File: config.mk
export PLATFORM = sky130hd
export DESIGN_NAME = sgm_path_cost_aggregation
export DESIGN_NICKNAME = d
export VERILOG_FILES = /design/src/rtl/spa_pkg.sv /design/src/rtl/spa_ram.sv /design/src/rtl/spa_cost_calc.sv /design/src/rtl/sgm_path_cost_aggregation.sv
export SDC_FILE = /design/constraint.sdc
export NUM_CORES = 1
export LEC_CHECK = 0
export BUFFER_PORTS_ARGS = -buffer_cell sky130_fd_sc_hd__buf_2
export CAP_MARGIN = 20
export CORE_MARGIN = 2
export CORE_UTILIZATION = 25
export CTS_CLUSTER_DIAMETER = 120
export DETAILED_ROUTE_END_ITERATION = 6
export MAX_ROUTING_LAYER = met4
export SLEW_MARGIN = 20
export SYNTH_ARGS = -nofsm -noshare
export SYNTH_HDL_FRONTEND = slang
export SYNTH_SLANG_ARGS = --single-unit
File: constraint.sdc
create_clock -name i_clk -period 14.4 [get_ports i_clk]
set_clock_uncertainty 0.1 [all_clocks]
set_input_delay 0 -clock i_clk [delete_from_list [all_inputs] [get_ports i_clk]]
set_output_delay 0 -clock i_clk [all_outputs]
set_load 0.05 [all_outputs]
File: src/rtl/spa_pkg.sv
// shared types, constants and saturating helpers for the sgm path cost aggregation block
// no dependencies; imported by spa_cost_calc, sgm_path_cost_aggregation and spa_checker
package spa_pkg;

    localparam int COST_W = 8;
    localparam int DISP_OUT_W = 6;
    localparam int CFG_IDX_W = 1;

    typedef logic [COST_W-1:0] t_cost;

    localparam t_cost COST_SAT = t_cost'(255);
    localparam t_cost RST_SMALL_PENALTY = t_cost'(10);
    localparam t_cost RST_LARGE_PENALTY = t_cost'(120);
    localparam t_cost RST_PREV_MIN = t_cost'(0);

    // configuration register indexes
    typedef enum logic [CFG_IDX_W-1:0] {
        CFG_SMALL_PENALTY = 1'b0,
        CFG_LARGE_PENALTY = 1'b1
    } t_cfg_idx;

    // operands of one path cost evaluation
    typedef struct packed {
        logic  path_start;
        logic  first;
        logic  last;
        t_cost match_cost;
        t_cost here;
        t_cost lower;
        t_cost upper;
        t_cost prev_min;
        t_cost small_penalty;
        t_cost large_penalty;
    } t_calc_in;

    // a + b clipped at the cost maximum
    function automatic t_cost sat_add(input t_cost a, input t_cost b);
        logic [COST_W:0] sum;
        sum = {1'b0, a} + {1'b0, b};
        return sum[COST_W] ? COST_SAT : sum[COST_W-1:0];
    endfunction

    function automatic t_cost min_cost(input t_cost a, input t_cost b);
        return (a < b) ? a : b;
    endfunction

endpackage

File: src/rtl/spa_ram.sv
// generic simple dual port ram: one write port, one read port with registered read data
// no dependencies
module spa_ram #(
    parameter int WIDTH = 8,
    parameter int DEPTH = 64,
    localparam int AW = (DEPTH > 1) ? $clog2(DEPTH) : 1
) (
    input  logic             i_clk,
    input  logic             i_we,
    input  logic [AW-1:0]    i_waddr,
    input  logic [WIDTH-1:0] i_wdata,
    input  logic             i_re,
    input  logic [AW-1:0]    i_raddr,
    output logic [WIDTH-1:0] o_rdata
);

    logic [WIDTH-1:0] r_mem [DEPTH];
    logic [WIDTH-1:0] r_rdata;

    // write port
    always_ff @(posedge i_clk) begin
        if (i_we) begin
            r_mem[i_waddr] <= i_wdata;
        end
    end

    // read port, data held until the next read
    always_ff @(posedge i_clk) begin
        if (i_re) begin
            r_rdata <= r_mem[i_raddr];
        end
    end

    assign o_rdata = r_rdata;

endmodule

File: src/rtl/spa_cost_calc.sv
// path cost evaluation for one disparity: penalised neighbour terms, minimum, normalization
// depends on spa_pkg
module spa_cost_calc
    import spa_pkg::*;
(
    input  t_calc_in i_calc,
    output t_cost    o_path_cost
);

    t_cost lower_term;
    t_cost upper_term;
    t_cost jump_term;
    t_cost best;
    t_cost delta;

    // penalised candidates, edge neighbours count as the maximum
    always_comb begin
        lower_term = i_calc.first ? COST_SAT : sat_add(i_calc.lower, i_calc.small_penalty);
        upper_term = i_calc.last ? COST_SAT : sat_add(i_calc.upper, i_calc.small_penalty);
        jump_term  = sat_add(i_calc.prev_min, i_calc.large_penalty);
        best = min_cost(min_cost(i_calc.here, lower_term), min_cost(upper_term, jump_term));
    end

    // subtract the previous minimum, clipped at zero, then add the match cost
    always_comb begin
        delta = (best >= i_calc.prev_min) ? (best - i_calc.prev_min) : '0;
        o_path_cost = i_calc.path_start ? i_calc.match_cost
                                        : sat_add(i_calc.match_cost, delta);
    end

endmodule

File: src/rtl/sgm_path_cost_aggregation.sv
// top level of the sgm path cost aggregation block
// depends on spa_pkg, spa_ram and spa_cost_calc
//
// Takes one matching cost word per clock while the output is not stalled, disparities
// 0 .. NUM_DISP-1 of one pixel after the other, and returns one path cost word per
// input word, in order; a result passes through the evaluation stage register and then
// the output register. The previous pixel's cost vector sits in a NUM_DISP x 8 ram
// with one write per word and one read per word but the last disparity: the read,
// issued as a word is accepted, fetches the entry above it, the entry itself and the
// one below come from registers. The vector needs no clearing after reset; a pixel
// that is not flagged as path start must follow a full pixel. Penalties are to be
// written through the config port by the user while the block is idle, unenforced.
module sgm_path_cost_aggregation
    import spa_pkg::*;
#(
    parameter int NUM_DISP = 64
) (
    input  logic                 i_clk,
    input  logic                 i_rst_n,
    // configuration
    input  logic                 i_cfg_we,
    input  logic [CFG_IDX_W-1:0] i_cfg_idx,
    input  logic [COST_W-1:0]    i_cfg_data,
    // input words
    input  logic                 i_in_valid,
    output logic                 o_in_ready,
    input  logic [COST_W-1:0]    i_match_cost,
    input  logic                 i_path_start,
    // output words
    output logic                 o_out_valid,
    input  logic                 i_out_ready,
    output logic [COST_W-1:0]    o_path_cost,
    output logic [DISP_OUT_W-1:0] o_disparity,
    output logic                 o_pixel_done
);

    localparam int DW = (NUM_DISP > 1) ? $clog2(NUM_DISP) : 1;
    localparam logic [DW-1:0] LAST_D = DW'(NUM_DISP - 1);

    // configuration registers
    t_cost r_small_penalty;
    t_cost r_large_penalty;

    // disparity counter at the input
    logic [DW-1:0] r_cnt;
    logic [DW-1:0] n_cnt;
    logic          in_accept;
    logic          in_last;

    // evaluation stage
    logic          r_s1_valid;
    logic [DW-1:0] r_s1_d;
    logic          r_s1_last;
    t_cost         r_s1_cost;
    logic          r_s1_start;
    logic          s1_move;

    // path state
    t_cost r_lower;
    t_cost r_here_nxt;
    t_cost r_first;
    t_cost r_prev_min;
    t_cost r_run_min;
    t_cost n_run_min;

    // write forwarding into the neighbour read
    logic  r_fwd;
    t_cost r_fwd_data;

    // ram signals
    logic [DW-1:0] ram_raddr;
    logic          ram_re;
    t_cost         ram_rdata;

    // output register
    logic          r_out_valid;
    t_cost         r_out_cost;
    logic [DW-1:0] r_out_disp;
    logic          r_out_done;

    t_calc_in calc;
    t_cost    cur;
    t_cost    here;
    t_cost    upper_raw;

    // handshake
    assign s1_move    = r_s1_valid && (!r_out_valid || i_out_ready);
    assign o_in_ready = !r_s1_valid || s1_move;
    assign in_accept  = i_in_valid && o_in_ready;
    assign in_last    = (r_cnt == LAST_D);
    assign n_cnt      = in_last ? '0 : r_cnt + DW'(1);

    // fetch the entry above the disparity being accepted
    assign ram_re    = in_accept && !in_last;
    assign ram_raddr = n_cnt;

    spa_ram #(
        .WIDTH (COST_W),
        .DEPTH (NUM_DISP)
    ) u_ram (
        .i_clk   (i_clk),
        .i_we    (s1_move),
        .i_waddr (r_s1_d),
        .i_wdata (cur),
        .i_re    (ram_re),
        .i_raddr (ram_raddr),
        .o_rdata (ram_rdata)
    );

    // operand selection for the evaluation stage
    always_comb begin
        upper_raw = r_fwd ? r_fwd_data : ram_rdata;
        here      = (r_s1_d == '0) ? r_first : r_here_nxt;
        calc.path_start    = r_s1_start;
        calc.first         = (r_s1_d == '0);
        calc.last          = r_s1_last;
        calc.match_cost    = r_s1_cost;
        calc.here          = here;
        calc.lower         = r_lower;
        calc.upper         = upper_raw;
        calc.prev_min      = r_prev_min;
        calc.small_penalty = r_small_penalty;
        calc.large_penalty = r_large_penalty;
    end

    spa_cost_calc u_calc (
        .i_calc      (calc),
        .o_path_cost (cur)
    );

    assign n_run_min = min_cost(r_run_min, cur);

    // configuration writes
    always_ff @(posedge i_clk) begin
        if (!i_rst_n) begin
            r_small_penalty <= RST_SMALL_PENALTY;
            r_large_penalty <= RST_LARGE_PENALTY;
        end else if (i_cfg_we) begin
            unique case (t_cfg_idx'(i_cfg_idx))
                CFG_SMALL_PENALTY: r_small_penalty <= i_cfg_data;
                CFG_LARGE_PENALTY: r_large_penalty <= i_cfg_data;
                default: ;
            endcase
        end
    end

    // input side control
    always_ff @(posedge i_clk) begin
        if (!i_rst_n) begin
            r_cnt      <= '0;
            r_s1_valid <= 1'b0;
        end else begin
            if (in_accept) begin
                r_cnt <= n_cnt;
            end
            if (in_accept) begin
                r_s1_valid <= 1'b1;
            end else if (s1_move) begin
                r_s1_valid <= 1'b0;
            end
        end
    end

    // evaluation stage payload and forwarding of a same-edge write
    always_ff @(posedge i_clk) begin
        if (in_accept) begin
            r_s1_d     <= r_cnt;
            r_s1_last  <= in_last;
            r_s1_cost  <= i_match_cost;
            r_s1_start <= i_path_start;
            r_fwd      <= s1_move && (r_s1_d == ram_raddr);
            r_fwd_data <= cur;
        end
    end

    // path state updated as each word leaves the evaluation stage
    always_ff @(posedge i_clk) begin
        if (!i_rst_n) begin
            r_lower    <= COST_SAT;
            r_prev_min <= RST_PREV_MIN;
            r_run_min  <= COST_SAT;
        end else if (s1_move) begin
            if (r_s1_last) begin
                r_lower    <= COST_SAT;
                r_prev_min <= n_run_min;
                r_run_min  <= COST_SAT;
            end else begin
                r_lower    <= here;
                r_run_min  <= n_run_min;
            end
        end
    end

    // neighbour values carried to the next disparity
    always_ff @(posedge i_clk) begin
        if (s1_move) begin
            r_here_nxt <= upper_raw;
            if (r_s1_d == '0) begin
                r_first <= cur;
            end
        end
    end

    // output register
    always_ff @(posedge i_clk) begin
        if (!i_rst_n) begin
            r_out_valid <= 1'b0;
        end else if (s1_move) begin
            r_out_valid <= 1'b1;
        end else if (i_out_ready) begin
            r_out_valid <= 1'b0;
        end
    end

    always_ff @(posedge i_clk) begin
        if (s1_move) begin
            r_out_cost <= cur;
            r_out_disp <= r_s1_d;
            r_out_done <= r_s1_last;
        end
    end

    assign o_out_valid  = r_out_valid;
    assign o_path_cost  = r_out_cost;
    assign o_disparity  = DISP_OUT_W'(r_out_disp);
    assign o_pixel_done = r_out_done;

endmodule

== After elaboration in Yosys (flattened, before gate mapping) ==
Memories as Yosys holds them, arrays and structs flattened. A register that Yosys moved wholly into a read port is not among the register bits.
Index checks and enable logic that the tools add are counted.

* Register bits: 104
* RAM bits: 512
* Output and inout port bits: 17
* Logic and storage cells: 73
* Memories kept: 1

* $add $sub $neg: 6
* $lt $le $gt $ge: 5
* Equal/unequal tests: 2
* Mux-type cells: 23
* Bitwise operators: 1
* Reduce and logical (&&, ||, !) cells: 16

{| class="wikitable"
|+ Memory list
! name !! depth !! width !! rd ports !! clocked after Yosys merged registers in !! wr ports !! RTL line !! RTL
|-
| u_ram.r_mem || 64 || 8 || 1 || 1 || 1 || spa_ram.sv:17 || <nowiki>logic [WIDTH-1:0] r_mem [DEPTH];</nowiki>
|}

{| class="wikitable"
|+ Operator list
! cell !! number
|-
| $mux 8 || 16
|-
| $add 8x8->9 || 4
|-
| $lt 8x8->1 || 4
|-
| $ge 8x8->1 || 1
|-
| $reduce_and 2->1 || 4
|-
| $sub 8x8->8 || 1
|-
| $add 6x1->6 const B || 1
|-
| $eq 6x6->1 || 1
|-
| $eq 6x6->1 const B || 1
|-
| $logic_not 6->1 || 1
|-
| $mux 1 || 6
|-
| $mux 6 || 1
|-
| $logic_and 1x1->1 || 4
|-
| $reduce_bool 2->1 || 2
|-
| $logic_not 1->1 || 3
|-
| $logic_or 1x1->1 || 2
|-
| $not 1->1 || 1
|}

== Longest topological paths before layout ==
* Depth after elaboration: 16
* Mapped depth: 52
* Mapped depth without buffers: 49

== Cells and area by module ==
Synthesis repeated with hierarchy kept, for this count alone.

* Cell total of the unflattened synthesis: 1649
* Area, all modules: 27034.7 sq um

{| class="wikitable"
|+ Modules (own cells, without submodules)
! module !! instances !! cells an instance !! area an instance (sq um) !! sequential area each (sq um)
|-
| spa_ram || 1 || 940 || 20246.9 || 15615.0
|-
| sgm_path_cost_aggregation || 1 || 342 || 4131.5 || 2642.5
|-
| spa_cost_calc || 1 || 367 || 2656.3 || 0.0
|}

== Least setup slack after synthesis ==
Ideal clock, no wire load.

* Path type: register -> register
* Start: register r_fwd
* End: register r_run_min[7]
* Library setup time: 0.079 ns
* Arrival: 10.789 ns
* Required time: 14.221 ns
* Slack: 3.432 ns
* Cell stages (with the launch flop): 49
* Buffers on the path: 3
* Cell sequence: edfxtp_1 -> clkbuf_1 -> mux2_2 -> ha_1 -> fa_1 -> a21o_1 -> a221o_1 -> or3b_2 -> mux2i_1 -> nand2_1 -> ha_1 -> nand4_1 -> nor2_1 -> a211o_1 -> a21o_1 -> clkbuf_1 -> mux2_2 -> ha_1 -> (+13 left out) -> o2bb2ai_1 -> nor2b_1 -> ha_1 -> a21o_1 -> a21oi_1 -> o21ai_0 -> and4_1 -> a21oi_1 -> and2_1 -> inv_1 -> ha_1 -> nand4_1 -> a21oi_1 -> o311ai_0 -> a21oi_1 -> buf_2 -> nand3_1 -> o211ai_1

{| class="wikitable"
|+ RTL lines
! item !! RTL line !! RTL
|-
| start: declaration || sgm_path_cost_aggregation.sv:67 || <nowiki>logic r_fwd;</nowiki>
|-
| start signal: assignment || sgm_path_cost_aggregation.sv:171 || <nowiki>r_fwd <= s1_move && (r_s1_d == ram_raddr);</nowiki>
|-
| end signal: assignment || sgm_path_cost_aggregation.sv:189 || <nowiki>r_run_min <= n_run_min;</nowiki>
|-
| end: declaration || sgm_path_cost_aggregation.sv:63 || <nowiki>t_cost r_run_min;</nowiki>
|}

==> flow_summary.ini <==
[outcome]
outcome = complete, no violations

[timing]
tns_ps = 0
setup_viol_count_final = 0
fin_crit_ps = 11490
worstMarginPinSlew_ps = 1180
fmax_ghz = 0.0870
timing.final.crit_share_pct = 79.8
slew_headroom_pct = 21.5
rsz0062_at_grt = false
hold_violations = 0
finalMaxSlewViolations = 0

[routing]
vias = 16900
drt_iter0_drc = 1830
drt_wl_total_um = 68800
first_pass_iters = 5
ant_nets = 0
wl_per_cell_um = 19.3
avgViaCountPerCell = 4.74
drc = 0

[clock_tree]
clk_path_buf_depth = 3
ctsHoldBuffers = 32
numCtsBuffers = 67
postCtsSetupRepairBufs = 0
clock_latency_ps = 610
ctsResizeCount = 0
clkSlewWorstSetupHoldPaths_ps = 60
clockRootBuffer = clkbuf_16
clock_sinks = 624
cts_tree = done
cts_htree_levels = 3

[yosys]
synthArstFlopShare_pct = 0
synthesis.nets = 2155
ys_warn_count = 0
synth_cell_types = 67
ys_ff_latch = 624
synth_fa_ha_area_share_pct = 3.57
synth-xor-area-share_pct = 1.07
synth_compound_area_share_pct = 7.78
syn_avg_cell_area_um2 = 13.1
syn_inst = 2058
syn-cell-area_um2 = 27000
yosysSeqAreaShare_pct = 67.7
synth_edf_count = 576
muxShareOfSynthArea_pct = 5.61
synthSimpleGateAreaFrac_pct = 12.0
synth_ff_type = edfxtp_1
synth_top_family_by_area = simple AND/OR/NAND/NOR gates

[critical_path]
end_kind = flip-flop
critPathMostFrequentCell = a21o_1
reg2reg_setup_slack_ps = 2910
critPathLaunchType = flip-flop
reg2reg_depth = 45
worstSetupPathType = flip-flop to flip-flop
arrival_ps = 11840
cp_slowest_cell = buf_4
worst_ep_required_time_ps = 14750
cp_slowest_stage_delay_ps = 560
crit_path_max_fanout = 69

[placed_design]
dp_hpwl_um = 41100
gp_congestion = 0.856
portBuffers = 39
dp.cells = 3418

[floorplanning]
rows = 120
io_pins = 40
die_x_um = 332
dieHeight_um = 332
die-area_um2 = 110000
start_util_pct = 25.2
core_um2 = 107000

[global_route]
grt_pass1_vias = 16100
grt_max_degree = 157
grt_overflow = 0
antenna_found_initial = 0
track_usage_pct = 12.5
grt_first_pass_wirelength_um = 103000

[min_path]
hold_depth = 2
hp-class = input pin to flip-flop

[finish]
syn_to_final_growth_pct = 15.6
layout_commonest_cell = edfxtp_1
finalNonFillerCells = 3564
layout-drive-gt1-share_pct = 10.0
n_antenna_cell = 0
fin_nets = 2213
mostFrequentLayoutCells = 576 x edfxtp_1, 387 x nand2_1, 136 x nand3_1

[job]
drv_cap = 0
## cells in the mapped netlist (5+ instances only)
cell type | count | area [um2]
fa_1 | 5 | 100
nand2_1 | 387 | 1450
a21oi_1 | 33 | 165
o21bai_1 | 7 | 52.6
nand3_1 | 136 | 681
o21a_1 | 5 | 37.5
a32oi_1 | 13 | 114
a21o_1 | 17 | 128
nand4_1 | 21 | 131
a221oi_1 | 9 | 78.8
inv_1 | 47 | 176
o211ai_1 | 11 | 82.6
buf_2 | 18 | 90.1
mux4_2 | 16 | 360
nor2b_1 | 8 | 50.1
edfxtp_1 | 576 | 17300
a211o_1 | 7 | 61.3
dfxtp_1 | 48 | 961
nor2_1 | 120 | 450
a22oi_1 | 35 | 263
mux2i_1 | 97 | 971
xor2_1 | 12 | 105
nor3_1 | 19 | 95.1
and3_1 | 8 | 50.1
o21ai_0 | 37 | 185
and2_1 | 10 | 62.6
clkbuf_1 | 80 | 300
a31oi_1 | 70 | 438
xnor2_1 | 21 | 184
mux2_2 | 16 | 180
o22ai_1 | 14 | 87.6
nand2b_1 | 9 | 56.3
a21boi_0 | 16 | 120
a211oi_1 | 5 | 37.5
ha_1 | 69 | 863
## state kept, by name (all words and copies together) (netlist names), 8 cells and up
signal and flops:
r_fwd_data 8, r_large_penalty 8, o_path_cost 8, r_lower 8, r_run_min 8, r_first 8
r_here_nxt 8, r_s1_cost 8, r_prev_min 8, u_ram.o_rdata 8, r_small_penalty 8, u_ram.r_mem 512
## layer usage
metal / global-route usage (%) / vias up / share of wire (%)
li1: - / 7805 / -
met2: 18.9 / 618 / 45
met3: 2.37 / 106 / 7.1
met1: 17.3 / 8376 / 46
met5: - / - / 0
met4: 2.80 / 0 / 2.1
## cell type report
type                            count  area, um2
Clock buffer                       79       1770
Clock inverter                     35        337
Fill cell                       10600      75900
Inverter                           48        181
Multi-Input combinational cell   1283       8160
Sequential cell                   624      18300
Tap cell                         1403       1760
Timing Repair Buffer               92        698
## worst max-delay path, delay by kind of cell, from the launching register on
family                   cells  cell delay [ps]
AND/OR/NAND/NOR              9             1730
multiplexers                 5             1430
adder cells (fa/ha/maj)      7             2240
flip-flops                   1              530
AO/OA/AOI/OAI               21             4540
buffers and inverters        3              740
## final timing paths
| check | from | end |
|---|---|---|
| setup / recovery | r_fwd | r_prev_min[3] |
| hold / removal | i_match_cost[4] | r_s1_cost[4] |
| setup reg to reg | r_fwd | r_prev_min[3] |
| hold reg to reg | r_lower[2] | r_lower[2] |
## kinds of logic after synthesis
kind of cell    count (synthesis)
simple gates                  745
flops                         624
compound gates                302
buf+inv                       151
mux                           129
fa+ha+maj                      74
xor+xnor                       33
## through the flow
stage               worst slack (ps)  area (um2)  hold WS (ps)  util [%]
floorplan                       3430       27000         -1.13         -
global placement                2980       28700          78.9      26.8
detailed placement              2820       28700          78.1      26.8
CTS                             2790       31200          3.33      29.1
global route                    2050       31200          17.4      29.1
finish                          2910       31200          26.5      29.1
Power is not shown: default switching activity piles up to over one toggle a cycle in this logic, so the estimate is an artifact.
